==> src/rtl/adal_pkg.sv <==
// Shared types and constants of the device address allocator.
`timescale 1ns / 1ps
`default_nettype none

package adal_pkg;

    localparam int OPCODE_W = 2;
    localparam int MODEL_W  = 4;
    localparam int ADDR_W   = 6;
    localparam int STATUS_W = 2;
    localparam int CFG_W    = 16;

    localparam logic [CFG_W-1:0] CFG_MODELS_RESET = 16'h000F;

    localparam logic [OPCODE_W-1:0] OP_PEEK    = 2'd0;
    localparam logic [OPCODE_W-1:0] OP_ALLOC   = 2'd1;
    localparam logic [OPCODE_W-1:0] OP_RELEASE = 2'd2;

    localparam logic [STATUS_W-1:0] ST_OK         = 2'd0;
    localparam logic [STATUS_W-1:0] ST_NO_FREE    = 2'd1;
    localparam logic [STATUS_W-1:0] ST_BAD_MODEL  = 2'd2;
    localparam logic [STATUS_W-1:0] ST_NOT_ACTIVE = 2'd3;

    localparam int CMD_FIFO_DEPTH = 2;

    // Classified request as it travels from the front to the engine.
    typedef struct packed {
        logic [OPCODE_W-1:0] op;
        logic                model_ok;
        logic [ADDR_W-1:0]   rel;
    } t_cmd;

endpackage

`default_nettype wire

==> src/rtl/adal_req_if.sv <==
// Request channel: opcode, model code and release address.
`timescale 1ns / 1ps
`default_nettype none

interface adal_req_if;
    logic                             valid;
    logic                             ready;
    logic [adal_pkg::OPCODE_W-1:0]    opcode;
    logic [adal_pkg::MODEL_W-1:0]     model_code;
    logic [adal_pkg::ADDR_W-1:0]      release_address;

    modport source (output valid, output opcode, output model_code,
                    output release_address, input ready);
    modport sink   (input valid, input opcode, input model_code,
                    input release_address, output ready);
endinterface

`default_nettype wire

==> src/rtl/adal_rsp_if.sv <==
// Response channel: granted address and status.
`timescale 1ns / 1ps
`default_nettype none

interface adal_rsp_if;
    logic                             valid;
    logic                             ready;
    logic [adal_pkg::ADDR_W-1:0]      granted_address;
    logic [adal_pkg::STATUS_W-1:0]    status;

    modport source (output valid, output granted_address, output status, input ready);
    modport sink   (input valid, input granted_address, input status, output ready);
endinterface

`default_nettype wire

==> src/rtl/adal_cfg_if.sv <==
// Configuration write channel for the accepted-models mask.
`timescale 1ns / 1ps
`default_nettype none

interface adal_cfg_if;
    logic                          valid;
    logic                          ready;
    logic [adal_pkg::CFG_W-1:0]    data;

    modport source (output valid, output data, input ready);
    modport sink   (input valid, input data, output ready);
endinterface

`default_nettype wire

==> src/rtl/adal_front.sv <==
// Front end: mask register, request decode and model check.
`timescale 1ns / 1ps
`default_nettype none

module adal_front (
    input  wire logic     i_clk,
    input  wire logic     i_rst_n,
    adal_cfg_if.sink      i_cfg,
    adal_req_if.sink      i_req,
    input  wire logic     i_clearing,
    output adal_pkg::t_cmd o_cmd,
    output logic          o_cmd_valid,
    input  wire logic     i_cmd_ready
);

    logic [adal_pkg::CFG_W-1:0] r_models;

    assign i_cfg.ready = 1'b1;

    always_ff @(posedge i_clk) begin
        if (!i_rst_n) begin
            r_models <= adal_pkg::CFG_MODELS_RESET;
        end else if (i_cfg.valid) begin
            r_models <= i_cfg.data;
        end
    end

    // Hold requests back while the status store is being swept.
    assign i_req.ready = i_cmd_ready && !i_clearing;
    assign o_cmd_valid = i_req.valid && !i_clearing;

    always_comb begin
        o_cmd.op       = i_req.opcode;
        o_cmd.model_ok = r_models[i_req.model_code];
        o_cmd.rel      = i_req.release_address;
    end

endmodule

`default_nettype wire

==> src/rtl/adal_cmd_fifo.sv <==
// Short command queue between front end and engine.
`timescale 1ns / 1ps
`default_nettype none

module adal_cmd_fifo (
    input  wire logic           i_clk,
    input  wire logic           i_rst_n,
    input  wire adal_pkg::t_cmd i_cmd,
    input  wire logic           i_valid,
    output logic                o_ready,
    output adal_pkg::t_cmd      o_cmd,
    output logic                o_valid,
    input  wire logic           i_ready
);

    localparam int Depth = adal_pkg::CMD_FIFO_DEPTH;
    localparam int PW    = (Depth > 1) ? $clog2(Depth) : 1;
    localparam int CW    = $clog2(Depth + 1);

    adal_pkg::t_cmd r_mem [Depth];
    logic [PW-1:0]  r_wptr;
    logic [PW-1:0]  r_rptr;
    logic [CW-1:0]  r_count;
    logic           push;
    logic           pop;

    assign o_ready = (r_count != CW'(Depth));
    assign o_valid = (r_count != '0);
    assign o_cmd   = r_mem[r_rptr];
    assign push    = i_valid && o_ready;
    assign pop     = o_valid && i_ready;

    always_ff @(posedge i_clk) begin
        if (push) begin
            r_mem[r_wptr] <= i_cmd;
        end
    end

    always_ff @(posedge i_clk) begin
        if (!i_rst_n) begin
            r_wptr  <= '0;
            r_rptr  <= '0;
            r_count <= '0;
        end else begin
            if (push) begin
                r_wptr <= (r_wptr == PW'(Depth - 1)) ? '0 : r_wptr + 1'b1;
            end
            if (pop) begin
                r_rptr <= (r_rptr == PW'(Depth - 1)) ? '0 : r_rptr + 1'b1;
            end
            case ({push, pop})
                2'b10: begin
                    r_count <= r_count + 1'b1;
                end
                2'b01: begin
                    r_count <= r_count - 1'b1;
                end
                default: begin
                    r_count <= r_count;
                end
            endcase
        end
    end

endmodule

`default_nettype wire

==> src/rtl/adal_engine.sv <==
// Back end: free queue, status store, fresh counter and response register.
`timescale 1ns / 1ps
`default_nettype none

module adal_engine #(
    parameter int MAX_DEVICES = 64
) (
    input  wire logic           i_clk,
    input  wire logic           i_rst_n,
    input  wire adal_pkg::t_cmd i_cmd,
    input  wire logic           i_cmd_valid,
    output logic                o_cmd_ready,
    output logic                o_clearing,
    adal_rsp_if.source          o_rsp
);

    localparam int AW = $clog2(MAX_DEVICES);
    localparam int CW = $clog2(MAX_DEVICES + 1);
    localparam int RW = AW + adal_pkg::ADDR_W;

    localparam logic S_IDLE = 1'b0;
    localparam logic S_EXEC = 1'b1;

    logic              st_mem [MAX_DEVICES];
    logic [AW-1:0]     q_mem  [MAX_DEVICES];

    logic              r_state, n_state;
    logic              r_clearing;
    logic [AW-1:0]     r_clr_idx;
    logic [AW-1:0]     r_head, n_head;
    logic [AW-1:0]     r_tail, n_tail;
    logic [CW-1:0]     r_count, n_count;
    logic [CW-1:0]     r_fresh, n_fresh;
    adal_pkg::t_cmd    r_cmd;
    logic              r_st_rd;
    logic [AW-1:0]     r_q_rd;
    logic              r_out_valid, n_out_valid;
    logic [adal_pkg::ADDR_W-1:0]   r_addr, n_addr;
    logic [adal_pkg::STATUS_W-1:0] r_status, n_status;

    logic              pop;
    logic [RW-1:0]     pop_rel_ext;
    logic [AW-1:0]     pop_rel_idx;
    logic [RW-1:0]     rel_ext;
    logic              rel_in_range;
    logic [AW-1:0]     rel_idx;
    logic              cand_ok;
    logic [AW-1:0]     cand_addr;
    logic [RW-1:0]     cand_ext;
    logic              do_alloc;
    logic              do_release;
    logic              st_we;
    logic [AW-1:0]     st_waddr;
    logic              st_wdata;

    assign o_clearing      = r_clearing;
    assign o_rsp.valid     = r_out_valid;
    assign o_rsp.granted_address = r_addr;
    assign o_rsp.status    = r_status;

    // Take a command only when the response register will be free for it.
    assign pop = (r_state == S_IDLE) && !r_clearing && i_cmd_valid
                 && (!r_out_valid || o_rsp.ready);
    assign o_cmd_ready = pop;

    // Status store read address of the command being taken.
    assign pop_rel_ext = {{AW{1'b0}}, i_cmd.rel};
    assign pop_rel_idx = pop_rel_ext[AW-1:0];

    assign rel_ext      = {{AW{1'b0}}, r_cmd.rel};
    assign rel_in_range = (rel_ext < RW'(MAX_DEVICES));
    assign rel_idx      = rel_ext[AW-1:0];

    // Reuse released addresses first, then the fresh counter.
    assign cand_ok   = (r_count != '0) || (r_fresh != CW'(MAX_DEVICES));
    assign cand_addr = (r_count != '0) ? r_q_rd : r_fresh[AW-1:0];
    assign cand_ext  = {{adal_pkg::ADDR_W{1'b0}}, cand_addr};

    always_comb begin
        do_alloc    = 1'b0;
        do_release  = 1'b0;
        n_addr      = r_addr;
        n_status    = r_status;
        n_state     = r_state;
        n_out_valid = r_out_valid;
        if (r_out_valid && o_rsp.ready) begin
            n_out_valid = 1'b0;
        end
        if (pop) begin
            n_state = S_EXEC;
        end
        if (r_state == S_EXEC) begin
            n_state     = S_IDLE;
            n_out_valid = 1'b1;
            n_addr      = '0;
            n_status    = adal_pkg::ST_OK;
            case (r_cmd.op)
                adal_pkg::OP_PEEK: begin
                    if (cand_ok) begin
                        n_addr = cand_ext[adal_pkg::ADDR_W-1:0];
                    end else begin
                        n_status = adal_pkg::ST_NO_FREE;
                    end
                end
                adal_pkg::OP_ALLOC: begin
                    if (!cand_ok) begin
                        n_status = adal_pkg::ST_NO_FREE;
                    end else if (!r_cmd.model_ok) begin
                        n_status = adal_pkg::ST_BAD_MODEL;
                    end else begin
                        do_alloc = 1'b1;
                        n_addr   = cand_ext[adal_pkg::ADDR_W-1:0];
                    end
                end
                adal_pkg::OP_RELEASE: begin
                    if (!rel_in_range || !r_st_rd || r_count == CW'(MAX_DEVICES)) begin
                        n_status = adal_pkg::ST_NOT_ACTIVE;
                    end else begin
                        do_release = 1'b1;
                    end
                end
                default: begin
                    n_status = adal_pkg::ST_OK;
                end
            endcase
        end
    end

    always_comb begin
        n_head  = r_head;
        n_tail  = r_tail;
        n_count = r_count;
        n_fresh = r_fresh;
        if (do_alloc) begin
            if (r_count != '0) begin
                n_head  = (r_head == AW'(MAX_DEVICES - 1)) ? '0 : r_head + 1'b1;
                n_count = r_count - 1'b1;
            end else begin
                n_fresh = r_fresh + 1'b1;
            end
        end
        if (do_release) begin
            n_tail  = (r_tail == AW'(MAX_DEVICES - 1)) ? '0 : r_tail + 1'b1;
            n_count = r_count + 1'b1;
        end
    end

    // One write port on the status store: sweep, allocate or release.
    always_comb begin
        st_we    = 1'b0;
        st_waddr = cand_addr;
        st_wdata = 1'b0;
        if (r_clearing) begin
            st_we    = 1'b1;
            st_waddr = r_clr_idx;
        end else if (do_alloc) begin
            st_we    = 1'b1;
            st_wdata = 1'b1;
        end else if (do_release) begin
            st_we    = 1'b1;
            st_waddr = rel_idx;
        end
    end

    always_ff @(posedge i_clk) begin
        if (st_we) begin
            st_mem[st_waddr] <= st_wdata;
        end
        if (pop) begin
            r_st_rd <= st_mem[pop_rel_idx];
        end
    end

    always_ff @(posedge i_clk) begin
        if (do_release) begin
            q_mem[r_tail] <= rel_idx;
        end
        if (pop) begin
            r_q_rd <= q_mem[r_head];
        end
    end

    always_ff @(posedge i_clk) begin
        if (pop) begin
            r_cmd <= i_cmd;
        end
        r_addr   <= n_addr;
        r_status <= n_status;
    end

    always_ff @(posedge i_clk) begin
        if (!i_rst_n) begin
            r_state     <= S_IDLE;
            r_clearing  <= 1'b1;
            r_clr_idx   <= '0;
            r_head      <= '0;
            r_tail      <= '0;
            r_count     <= '0;
            r_fresh     <= '0;
            r_out_valid <= 1'b0;
        end else begin
            r_state     <= n_state;
            r_head      <= n_head;
            r_tail      <= n_tail;
            r_count     <= n_count;
            r_fresh     <= n_fresh;
            r_out_valid <= n_out_valid;
            if (r_clearing) begin
                if (r_clr_idx == AW'(MAX_DEVICES - 1)) begin
                    r_clearing <= 1'b0;
                end else begin
                    r_clr_idx <= r_clr_idx + 1'b1;
                end
            end
        end
    end

endmodule

`default_nettype wire

==> src/rtl/device_address_allocator_unit.sv <==
// Top level of the device address allocator.
// Path: an accepted request passes the command queue, then the engine's command
// and read registers, then the response register that presents its response.
// The engine takes no new request while it executes the last one: it first
// reads the status store and the free queue through registers, then decides
// and writes back. Reset: synchronous, active low; afterwards the status store
// is swept clear, during which requests are held off (config is taken).
`timescale 1ns / 1ps
`default_nettype none

module device_address_allocator_unit #(
    parameter int MAX_DEVICES = 64
) (
    input  wire logic i_clk,
    input  wire logic i_rst_n,
    adal_cfg_if.sink  i_cfg,
    adal_req_if.sink  i_req,
    adal_rsp_if.source o_rsp
);

    // Classified request word from the front end into the queue.
    adal_pkg::t_cmd front_cmd;
    logic           front_valid;
    logic           front_ready;

    // Queue head towards the engine.
    adal_pkg::t_cmd eng_cmd;
    logic           eng_valid;
    logic           eng_ready;

    // High while the engine sweeps the status store after reset.
    logic           clearing;

    // Front end: hold the model mask, check the model code at acceptance.
    adal_front u_front (
        .i_clk       (i_clk),
        .i_rst_n     (i_rst_n),
        .i_cfg       (i_cfg),
        .i_req       (i_req),
        .i_clearing  (clearing),
        .o_cmd       (front_cmd),
        .o_cmd_valid (front_valid),
        .i_cmd_ready (front_ready)
    );

    // Decouple acceptance from execution so each side stalls on its own.
    adal_cmd_fifo u_fifo (
        .i_clk   (i_clk),
        .i_rst_n (i_rst_n),
        .i_cmd   (front_cmd),
        .i_valid (front_valid),
        .o_ready (front_ready),
        .o_cmd   (eng_cmd),
        .o_valid (eng_valid),
        .i_ready (eng_ready)
    );

    // Engine: pick the candidate address, update queue and status, respond.
    adal_engine #(
        .MAX_DEVICES (MAX_DEVICES)
    ) u_engine (
        .i_clk       (i_clk),
        .i_rst_n     (i_rst_n),
        .i_cmd       (eng_cmd),
        .i_cmd_valid (eng_valid),
        .o_cmd_ready (eng_ready),
        .o_clearing  (clearing),
        .o_rsp       (o_rsp)
    );

endmodule

`default_nettype wire

==> src/flat_wrapper.sv <==
// flat-port wrapper written by rule: the top's interface ports become plain ports
module device_address_allocator_unit_flat 
#(
    parameter int MAX_DEVICES = 64
)
  (i_clk, i_rst_n, i_cfg_valid, i_cfg_data, i_cfg_ready, i_req_valid, i_req_opcode, i_req_model_code, i_req_release_address, i_req_ready, o_rsp_valid, o_rsp_granted_address, o_rsp_status, o_rsp_ready);
  adal_cfg_if i_cfg_i ();
  adal_req_if i_req_i ();
  adal_rsp_if o_rsp_i ();
  input  wire logic i_clk;
  input  wire logic i_rst_n;
  input wire logic [$bits(i_cfg_i.valid)-1:0] i_cfg_valid;
  input wire logic [$bits(i_cfg_i.data)-1:0] i_cfg_data;
  output wire logic [$bits(i_cfg_i.ready)-1:0] i_cfg_ready;
  input wire logic [$bits(i_req_i.valid)-1:0] i_req_valid;
  input wire logic [$bits(i_req_i.opcode)-1:0] i_req_opcode;
  input wire logic [$bits(i_req_i.model_code)-1:0] i_req_model_code;
  input wire logic [$bits(i_req_i.release_address)-1:0] i_req_release_address;
  output wire logic [$bits(i_req_i.ready)-1:0] i_req_ready;
  output wire logic [$bits(o_rsp_i.valid)-1:0] o_rsp_valid;
  output wire logic [$bits(o_rsp_i.granted_address)-1:0] o_rsp_granted_address;
  output wire logic [$bits(o_rsp_i.status)-1:0] o_rsp_status;
  input wire logic [$bits(o_rsp_i.ready)-1:0] o_rsp_ready;
  assign i_cfg_i.valid = i_cfg_valid;
  assign i_cfg_i.data = i_cfg_data;
  assign i_cfg_ready = i_cfg_i.ready;
  assign i_req_i.valid = i_req_valid;
  assign i_req_i.opcode = i_req_opcode;
  assign i_req_i.model_code = i_req_model_code;
  assign i_req_i.release_address = i_req_release_address;
  assign i_req_ready = i_req_i.ready;
  assign o_rsp_valid = o_rsp_i.valid;
  assign o_rsp_granted_address = o_rsp_i.granted_address;
  assign o_rsp_status = o_rsp_i.status;
  assign o_rsp_i.ready = o_rsp_ready;
  device_address_allocator_unit #(.MAX_DEVICES(MAX_DEVICES)) u_core (.i_clk(i_clk), .i_rst_n(i_rst_n), .i_cfg(i_cfg_i), .i_req(i_req_i), .o_rsp(o_rsp_i));
endmodule
==> config.mk <==
export PLATFORM = sky130hd
export DESIGN_NAME = device_address_allocator_unit_flat
export DESIGN_NICKNAME = d
export VERILOG_FILES = /design/src/rtl/adal_pkg.sv /design/src/rtl/adal_req_if.sv /design/src/rtl/adal_rsp_if.sv /design/src/rtl/adal_cfg_if.sv /design/src/rtl/adal_front.sv /design/src/rtl/adal_cmd_fifo.sv /design/src/rtl/adal_engine.sv /design/src/rtl/device_address_allocator_unit.sv /design/src/flat_wrapper.sv
export SDC_FILE = /design/constraint.sdc
export NUM_CORES = 1
export LEC_CHECK = 0
export BUFFER_PORTS_ARGS = -buffer_cell sky130_fd_sc_hd__buf_2
export CORE_AREA = 10 10 213 215
export DETAILED_ROUTE_END_ITERATION = 6
export DIE_AREA = 0 0 223 225
export PLACE_DENSITY = 0.75
export SKIP_LAST_GASP = 1
export SYNTH_ARGS = -nofsm -noshare
export SYNTH_HDL_FRONTEND = slang
export SYNTH_SLANG_ARGS = --single-unit
==> constraint.sdc <==
create_clock -name i_clk -period 4.3 [get_ports i_clk]
set_clock_uncertainty 0.05 [all_clocks]
set_input_delay 0.215 -clock i_clk [delete_from_list [all_inputs] [get_ports i_clk]]
set_output_delay 0.215 -clock i_clk [all_outputs]
set_load 0.005 [all_outputs]
Yosys cells after proc, flatten, opt, wreduce, memory -nomap -nowiden
Memory sizes are Yosys's and may differ from the RTL's. A register that Yosys moved wholly into a read port is not among the register bits.
Cells that the tools add are included.
{ "totals": {"ff_bits": 72, "ram_bits": 466, "input_bits": 33, "out_inout_bits": 11, "word_cells": 121, "mem_count": 3} }
{ "mem_list": {"columns": ["name", "words", "width", "rd", "rd_clocked_by_memory_dff", "write_ports", "line", "source"], "rows": [
  ["u_core.u_engine.q_mem", 64, 6, 1, 1, 1, "adal_engine.sv:25", "logic [AW-1:0] q_mem [MAX_DEVICES];"],
  ["u_core.u_engine.st_mem", 64, 1, 1, 1, 1, "adal_engine.sv:24", "logic st_mem [MAX_DEVICES];"],
  ["u_core.u_fifo.r_mem", 2, 9, 1, 1, 1, "adal_cmd_fifo.sv:20", "adal_pkg::t_cmd r_mem [Depth];"]
]} }
{ "op_classes": {"addsub": 10, "magnitude_cmp": 2, "n_eq_ne": 10, "n_mux": 47, "bitwise_logic": 4, "reduce_logical": 28} }
{ "op_table": {"columns": ["cell", "count"], "rows": [
  ["2-to-1 mux 6 bit", 9],
  ["2-to-1 mux 1 bit", 28],
  ["2-to-1 mux 7 bit", 3],
  ["adder 6 x 1 -> 6 bit (second input constant)", 3],
  ["equality test 6 bit (second input constant)", 3],
  ["adder 7 x 1 -> 7 bit (second input constant)", 2],
  ["one-hot mux 6 bit (2 select lines)", 1],
  ["nonzero test 2 bit", 5],
  ["logical AND 1 bit", 8],
  ["AND reduction 2 bit", 4],
  ["equality test 7 bit (second input constant)", 1],
  ["less-than comparator 6 x 7 -> 1 bit (second input constant)", 1],
  ["!= test 7 bit (second input constant)", 1],
  ["nonzero test 7 bit", 1],
  ["subtractor 7 x 1 -> 7 bit (second input constant)", 1],
  ["2-to-1 mux 2 bit", 3],
  ["one-hot mux 2 bit (3 select lines)", 1],
  ["less-than comparator 4 x 5 -> 1 bit (second input constant)", 1],
  ["binary-select mux 1 bit (select 4 bit)", 1],
  ["equality test 2 x 1 -> 1 bit (second input constant)", 2],
  ["equality test 2 bit (second input constant)", 2],
  ["logical NOT 1 bit", 4],
  ["logical OR 1 bit", 4],
  ["NOT 1 bit", 4],
  ["7 further kinds", 8]
]} }

Longest topological paths before layout
Gate-level depths: netlist of run 1.
{ "depth": {"word_depth": 12, "mapped_depth": 10, "ltp_nobuf": 10} }

Hierarchy
Synthesis of run 1 repeated with hierarchy kept, for this count alone.
{ "unflattened": {"hier_cells": 1312, "hier_area_um2": 22751.8} }
{ "by_module_without_submodules": {"columns": ["mod", "n_inst", "cells_each", "area_each_um2", "seq_area_each_um2"], "rows": [
  ["adal_engine", 1, 1190, 21064.0, 14874.3],
  ["adal_cmd_fifo", 1, 52, 882.1, 640.6],
  ["adal_front", 1, 70, 805.8, 320.3]
]} }

Worst setup path after synthesis of run 1
OpenSTA, ideal clock, no wires.
{ "synth_path": {"path_type": "reg-to-reg", "from": "register u_core.u_engine.r_count[6]", "to": "memory u_core.u_engine.st_mem[0] (data pin)", "setup_ns": 0.681, "t_arrival_ns": 3.612, "required_time_ns": 3.569, "setup_slack_ns": -0.043, "stages_incl_launch_ff": 8, "path_buffers": 3, "period_less_slack_ns": 4.343, "cell_sequence": "dfxtp_1 -> buf_2 -> nor3_1 -> and2_1 -> buf_6 -> buf_2 -> and2_1 -> nor3_1"} }
{ "synth_via": {"elab_chain_cells": 7} }
{ "synth_rtl": {"columns": ["element", "line", "source"], "rows": [
  ["start: declaration", "adal_engine.sv:32", "logic [CW-1:0] r_count, n_count;"],
  ["start signal: assignment", "adal_engine.sv:205", "r_count <= n_count;"],
  ["nonzero test 7 bit", "adal_engine.sv:75", "assign cand_ok = (r_count != '0) || (r_fresh != CW'(MAX_DEVICES));"],
  ["logical OR 1 bit", "adal_engine.sv:75", null],
  ["2-to-1 mux 1 bit", "adal_engine.sv:106", "if (!cand_ok) begin"],
  ["2-to-1 mux 1 bit", "adal_engine.sv:97", "case (r_cmd.op)"],
  ["2-to-1 mux 1 bit", "adal_engine.sv:92", "if (r_state == S_EXEC) begin"],
  ["2-to-1 mux 1 bit", "adal_engine.sv:156", "end else if (do_alloc) begin"],
  ["2-to-1 mux 1 bit", "adal_engine.sv:153", "if (r_clearing) begin"],
  ["via u_core.u_engine.st_wdata", "adal_engine.sv:54", "logic st_wdata;"],
  ["end: declaration", "adal_engine.sv:24", null]
]} }
The timed path passes the listed nets, and every way through them passes these cells.

Worst setup path in the final report of run 1
{ "layout_path": {"from": "register u_core.u_engine.r_state", "to": "memory u_core.u_engine.q_mem[17][0] (netlist bit) (enable)"} }
{ "layout_via": {"elab_chain_cells": 3} }
{ "layout_rtl": {"columns": ["element", "line", "source"], "rows": [
  ["start: declaration", "adal_engine.sv:27", "logic r_state, n_state;"],
  ["start signal: assignment", "adal_engine.sv:202", "r_state <= n_state;"],
  ["2-to-1 mux 1 bit", "adal_engine.sv:92", null],
  ["2-to-1 mux 1 bit", "adal_engine.sv:175", "if (do_release) begin"],
  ["2-to-1 mux 1 bit (implied by the code)", "adal_engine.sv:176", "q_mem[r_tail] <= rel_idx;"],
  ["end: declaration", "adal_engine.sv:25", null]
]} }
No other way between the ends.

==> results of run 1 <==
[cell families after synthesis]
family / count (synthesis) / share of synthesized area, %
buffers and inverters: 91 / 1.83
xor gates and xnor gates: 23 / 0.886
and+or+nand+nor: 350 / 8.34
DFF: 546 / 69.7
muxes: 172 / 14.7
AOI/OAI and AO/OA: 117 / 3.86
other: 1 / 0.0165
adders and majority gates: 12 / 0.693
[final timing paths]
path | slack (ps) | depth (start not counted) | endpoint
setup / recovery | 990 | 7 | u_core.u_engine.q_mem[17][0]
hold / removal | 50 | 2 | u_core.u_fifo.r_mem[1][6]
setup reg to reg | 990 | 7 | u_core.u_engine.q_mem[17][0]
hold reg to reg | 430 | 2 | u_core.u_front.r_models[3]
[through the flow]
step / cells / util, % / cell area [µm²]
2_1_floorplan: 1312 / - / 22700
3_3_place_gp: 1841 / 56.8 / 23500
3_5_place_dp: 1841 / 56.8 / 23500
4_1_cts: 1968 / 62.1 / 25700
5_1_grt: 1968 / 62.1 / 25700
6_report: 1968 / 62.1 / 25700
[power groups by stage]
stage	sequential (mW)	combinational, mW	clock, mW
floorplan	5.83	0.0812	0
global placement	5.83	0.108	0
detailed placement	5.83	0.111	0
CTS	5.72	0.131	5.05
global route	5.71	0.143	5.28
finish	5.72	0.133	5.01
[cell usage after synthesis, types with 18 or more instances]
cell type	count	area share, %
a21oi_1	28	0.62
mux2i_1	37	1.6
nor3_2	21	0.92
nor2_1	87	1.4
mux4_2	129	13
edfxtp_1	490	65
and2_1	21	0.58
nor3_1	53	1.2
dfxtp_1	56	4.9
xnor2_1	18	0.69
clkbuf_1	39	0.64
nand2_1	64	1.1
o21ai_0	19	0.42
nor2b_1	20	0.55
[routing by layer]
layer,up-vias,part of all wire [%]
met3,102,6.8
met4,0,2.7
li1,5360,-
met1,6315,41
met5,-,0
met2,517,49
[worst register-to-register path, stage by stage (launching register included)]
cell and delay [ps]:
dfxtp_1 580, nand4b_1 140, buf_4 200, a31oi_2 300, inv_2 200, nor2_1 250
nand3b_1 570, nor2_1 640
[registers in the layout (all words and copies together) (netlist names), named ones only]
register,flops
u_core.u_engine.o_clearing,1
u_core.u_engine.o_rsp.granted_address,6
u_core.u_engine.o_rsp.status,2
u_core.u_engine.o_rsp.valid,1
u_core.u_engine.q_mem,384
u_core.u_engine.r_clr_idx,6
u_core.u_engine.r_cmd,3
u_core.u_engine.r_count,7
u_core.u_engine.r_fresh,7
u_core.u_engine.r_head,6
u_core.u_engine.r_q_rd,6
u_core.u_engine.r_st_rd,1
u_core.u_engine.r_state,1
u_core.u_engine.r_tail,6
u_core.u_engine.rel_idx,6
u_core.u_engine.st_mem,64
u_core.u_fifo.r_count,2
u_core.u_fifo.r_mem,18
u_core.u_fifo.r_rptr,1
u_core.u_fifo.r_wptr,1
u_core.u_front.r_models,16
[cell type report]
class	instances	area (µm²)
clock buffers	60	1370
flip-flops and latches	546	15800
clock inverters	40	543
inverters	16	60.1
multi-input cells	675	6500
well taps	539	674
repair buffers	92	691
fillers	2819	15700
[repair_timing]
item	CTS	global route
buffers inserted	0	0
hold buffers	27	0
hold endpoints to repair	36	0
==> impl_metrics.yaml, run 1 <==
run_status:
  run_status: "finished clean"
finish:
  drive_above_1_share_pct: 24.1
  area_delta_synth_final_pct: 13.0
  n_antenna_cell: 0
  mostFrequentLayoutCells: "490 x edfxtp_1, 129 x mux4_2, 87 x nor2_1"
  final_nets: 1429
  most_common_cell_after_layout_fill_and_taps_aside: "edfxtp_1"
logic_synthesis:
  ys_ff_latch: 546
  synth_cell_type_count: 71
  synthesis.area_per_instance_um2: 17.3
  synth_cells: 1312
  synth-async-reset-ratio_pct: 0
  ys_dominant_reg_cell: "edfxtp_1"
  syn-num-nets: 1357
  synth_area_um2: 22700
  synth-edff-count: 490
  synth_seq_area_share_pct: 69.7
  synth.yosys.warnings: 0
global_route:
  groute.layer.met2.usage_pct: 31.2
  first_pass_grt_wire_length_mm: 75.5
  groute.layer.met3.usage_pct: 3.51
  vias_in_the_first_global_route: 12200
  grt_most_used_layer: "met2"
  maximum_number_of_pins_on_one_net_before_global_route_repair: 67
  grt.total_usage_pct: 19.4
  grt_total_ovfl: 0
  number_of_antenna_violations_at_the_first_check_in_global_routing: 0
  gr-usage-met1_pct: 26.4
power:
  power.switching_mw: 2.11
  switching_share_pct: 19.4
  internal_power_mw: 8.75
  vdd.ir_drop.worst_mv: 0.397
  power.density_nw_per_um2: 423
  power_frac_clock_pct: 46.1
  portion_of_total_power_attributed_to_combinational_logic_pct: 1.2
  seq_power_share_pct: 52.6
  report.power.total_mw: 10.9
  power.static_leakage_nw: 7.93
cts:
  clock_sink_count: 546
  postCtsResizedCells: 0
  numCtsBuffers: 53
  insertion_delay_ps: 620
  cts_buffer_depth: 3
  tritoncts: "yes"
  cts.htree.levels: 2
  clkTransAtPathRegs_ps: 70
  ctsRootBufferMaster: "clkbuf_16"
drt:
  routed_wl_mm: 48.9
  wl_per_cell_um: 24.9
  drt.antenna.violating_nets: 0
  drt_pre_antenna_iters: 5
  vias_after_detailed_routing: 12300
  avgViaCountPerCell: 6.25
  drc_errors: 0
  detailedRoute.firstIterationViolations: 1326
critical_path:
  startpoint_type: "register"
  cpMaxStageDelayCell: "nor2_1"
  critPathBufInv: 2
  worst_endpoint_data_arrival_time_ps: 3510
  timing.critical_path.from: "u_core.u_engine.r_state"
  worst_ep_required_time_ps: 4490
  cp_max_fo: 12
  worst_path_dominant_cell_family: "simple AND/OR/NAND/NOR gates"
  worst_r2r_startpoint: "u_core.u_engine.r_state"
  cp_common_cell: "nor2_1"
  worst_path_largest_cell_delay_ps: 640
  crit_chain: "nand4b_1, buf_4, a31oi_2, inv_2, nor2_1, nand3b_1, nor2_1"
  setup.worst_path.class: "register to register"
  worst_setup_path_end_kind: "register"
sta:
  slew-limit-headroom_pct: 28.3
  fmax_mhz: 302
  timing.final.max_slew_violations: 0
  count_of_endpoints_failing_hold_in_the_final_timing_report: 0
  tns_ps: 0
  final.period_utilization_pct: 77.1
  clock_period_minus_final_worst_setup_slack_ps: 3310
  tightest_slew_ps: 1070
  fin_hold_ws_ps: 52.1
  least_setup_slack_across_all_paths_after_layout_ps: 985
  grt_setup_unrepaired: "no"
  setup-violations-final: 0
die:
  die_h_um: 225
  die_area_um2: 50200
  core_area_um2: 41400
  io_pins: 44
  die_w_um: 223
  floorplan.rows: 75
  floorplan.initialDensity_pct: 54.9
placement:
  dp_hpwl_mm: 29.5
  gpl.final_weighted_congestion: 0.872
  portBuffers: 42
  pre_cts_ws_ps: 1050
hold_path:
  holdCritPathClass: "primary input to register"
  worst_hold_startpoint: "i_req_model_code[2]"
flow_run:
  cap_viol_max_count: 0
(Power assumes the default switching activity.)
==> run 2: changes to the inputs <==
--- a/config.mk
+++ b/config.mk
@@ -5,11 +5,12 @@
 export SDC_FILE = /design/constraint.sdc
 export NUM_CORES = 1
 export LEC_CHECK = 0
+export ABC_AREA = 1
 export BUFFER_PORTS_ARGS = -buffer_cell sky130_fd_sc_hd__buf_2
-export CORE_AREA = 10 10 213 215
+export CORE_AREA = 10 10 209 211
 export DETAILED_ROUTE_END_ITERATION = 6
-export DIE_AREA = 0 0 223 225
-export PLACE_DENSITY = 0.75
+export DIE_AREA = 0 0 219 221
+export PLACE_DENSITY = 0.76
 export SKIP_LAST_GASP = 1
 export SYNTH_ARGS = -nofsm -noshare
 export SYNTH_HDL_FRONTEND = slang
==> constraint.sdc (replaced) <==
create_clock -name i_clk -period 3.27 [get_ports i_clk]
set_clock_uncertainty 0.05 [all_clocks]
set_input_delay 0.1635 -clock i_clk [delete_from_list [all_inputs] [get_ports i_clk]]
set_output_delay 0.1635 -clock i_clk [all_outputs]
set_load 0.005 [all_outputs]
==> impl_metrics.yaml, run 2 <==
logic_synthesis:
  synth-edff-count: 490
  synth.top_cells.by_count: "490 x edfxtp_1, 416 x nor2_1, 287 x nand2_1, 236 x o21ai_0, 138 x nand3_1"
  ys_dominant_reg_cell: "edfxtp_1"
  synthDominantAreaCellType: "edfxtp_1"
  yosys.area.top_type_share_pct: 62.8
  synth_area_um2: 23400
  synth_seq_area_share_pct: 67.6
  ys_ff_latch: 546
  synth_cells: 2146
  synth.yosys.warnings: 0
  synth_most_common_cell: "edfxtp_1"
  synth-async-reset-ratio_pct: 0
  syn-num-nets: 2191
  synthTopCellsByArea: "edfxtp_1 63%, nor2_1 6.7%, o21ai_0 5.0%"
  synth_cell_type_count: 52
  synthesis.area_per_instance_um2: 10.9
cts:
  insertion_delay_ps: 600
  clock_sink_count: 546
  numCtsBuffers: 54
  tritoncts: "yes"
  ctsRootBufferMaster: "clkbuf_16"
  clkTransAtPathRegs_ps: 60
  cts_buffer_depth: 3
  cts.htree.levels: 2
critical_path:
  worst_ep_required_time_ps: 3700
  startpoint_type: "register"
  cp_common_cell: "nand2_1"
  worst_endpoint_data_arrival_time_ps: 3120
  worst_path_largest_cell_delay_ps: 440
  crit_chain: "buf_4, inv_1, nor2_4, nand3_4, buf_4, fa_1, nand3_1, nand2_1, nand2_1, nand2_1, a21oi_1, inv_1, nand2_1, nand3_1, nand2_1, nor2_1"
  worst_path_dominant_cell_family: "simple AND/OR/NAND/NOR gates"
  setup.worst_path.class: "register to register"
  cpMaxStageDelayCell: "fa_1"
  cp_max_fo: 22
  critPathBufInv: 4
  worst_setup_path_end_kind: "register"
finish:
  area_delta_synth_final_pct: 12.9
  largest_register: "u_core.u_engine.q_mem"
  number_of_flip_flops_in_the_largest_register: 384
  reg_top3: "u_core.u_engine.q_mem: 384 flops, u_core.u_engine.st_mem: 64 flops, u_core.u_fifo.r_mem: 18 flops"
  final_nets: 2264
  drive_above_1_share_pct: 10.5
  most_common_cell_after_layout_fill_and_taps_aside: "edfxtp_1"
  layout.core_utilization_pct: 67.0
  n_antenna_cell: 0
  mostFrequentLayoutCells: "490 x edfxtp_1, 415 x nor2_1, 287 x nand2_1"
  instances_no_fill: 2790
sta:
  count_of_endpoints_failing_hold_in_the_final_timing_report: 0
  final.period_utilization_pct: 82.5
  least_setup_slack_across_all_paths_after_layout_ps: 574
  setup-violations-final: 0
  timing.final.max_slew_violations: 0
  tightest_slew_ps: 918
  slew-limit-headroom_pct: 38.6
  clock_period_minus_final_worst_setup_slack_ps: 2700
  fmax_mhz: 371
  tns_ps: 0
  grt_setup_unrepaired: "no"
run_status:
  run_status: "finished clean"
placement:
  pre_cts_ws_ps: 640
  portBuffers: 42
  place_inst: 2646
  gpl.final_weighted_congestion: 0.926
  dp_hpwl_mm: 34.1
drt:
  detailedRoute.firstIterationViolations: 1964
  avgViaCountPerCell: 6.04
  drt.antenna.violating_nets: 0
  wl_per_cell_um: 20.5
  drt_pre_antenna_iters: 7
  drc_errors: 0
  vias_after_detailed_routing: 16900
  routed_wl_mm: 57.1
global_route:
  maximum_number_of_pins_on_one_net_before_global_route_repair: 198
  vias_in_the_first_global_route: 16300
  grt_total_ovfl: 0
  number_of_antenna_violations_at_the_first_check_in_global_routing: 0
  grt.total_usage_pct: 23.4
  first_pass_grt_wire_length_mm: 90.2
power:
  report.power.total_mw: 14.1
  power.static_leakage_nw: 9.44
  power.density_nw_per_um2: 533
  vdd.ir_drop.worst_mv: 0.516
die:
  die_area_um2: 48400
  floorplan.rows: 73
  core_area_um2: 39500
  die_w_um: 219
  io_pins: 44
  floorplan.initialDensity_pct: 59.4
  die_h_um: 221
hold_path:
  holdCritPathClass: "primary input to register"
flow_run:
  cap_viol_max_count: 0
[run 2: cell count changes after synthesis, sizes merged, moves of 22 or more]
cell / change
and2: -22
clkbuf: +24
inv: +120
mux2i: -34
mux4: -129
nand2: +246
nand3: +127
nor2: +338
nor3: -63
o211ai: +44
o21ai: +220
o22ai: +30
[run 2: final timing paths]
check                             start                          to  slack, ps  depth (start not counted)
min reg2reg  u_core.u_front.r_models[3]  u_core.u_front.r_models[3]        430                          2
max             u_core.u_engine.r_state  u_core.u_engine.r_count[6]        570                         16
min                             i_rst_n  u_core.u_front.r_models[0]         40                          3
max reg2reg     u_core.u_engine.r_state  u_core.u_engine.r_count[6]        570                         16
[run 2: cell type report]
| class | instances | area [µm²] |
|---|---|---|
| clock inverters | 30 | 292 |
| repair buffers | 123 | 936 |
| inverters | 141 | 536 |
| clock buffers | 72 | 1580 |
| fillers | 2851 | 13000 |
| flip-flops and latches | 546 | 15800 |
| multi-input cells | 1353 | 6620 |
| well taps | 525 | 657 |
[run 2: worst min-delay path: stages]
cell and delay (ps):
buf_2 100, buf_4 250, nand3_1 130
[run 2: metrics by stage]
stage | instance area [µm²] | hold slack, ps
6_report | 26500 | 42.9
5_1_grt | 26500 | 40.6
2_1_floorplan | 23400 | 212
3_5_place_dp | 24200 | 304
3_3_place_gp | 24200 | 302
4_1_cts | 26500 | 6.77
[run 2: cell families after synthesis]
group | after synthesis | synth area share [%]
other cells | 1 | 0.0160
fa+ha+maj | 12 | 0.673
flops | 546 | 67.6
simple gates | 941 | 17.8
buf+inv | 247 | 4.23
mux | 4 | 0.171
compound gates | 385 | 9.12
xor+xnor | 10 | 0.374
[run 2: power by group]
part           leakage, nW  internal [mW]  total (mW)  switching (mW)
clock network        0.909           3.84        6.40            2.55
logic                 3.68         0.0814       0.187           0.105
registers             4.85           7.51        7.52          0.0110
[run 2: what timing repair did]
| item | 4_1_cts | 5_1_grt |
|---|---|---|
| hold buffers | 42 | 0 |
| gates resized for setup | 0 | 0 |
| buffers inserted | 0 | 0 |
| hold endpoints to repair | 37 | 0 |
[run 2: per-layer routing]
layer  routed length [µm]  global-route usage, %
met1                22500                   31.7
met2                27600                   37.4
met3                 5250                   4.26
met4                 1840                   8.09
met5                    0                      0
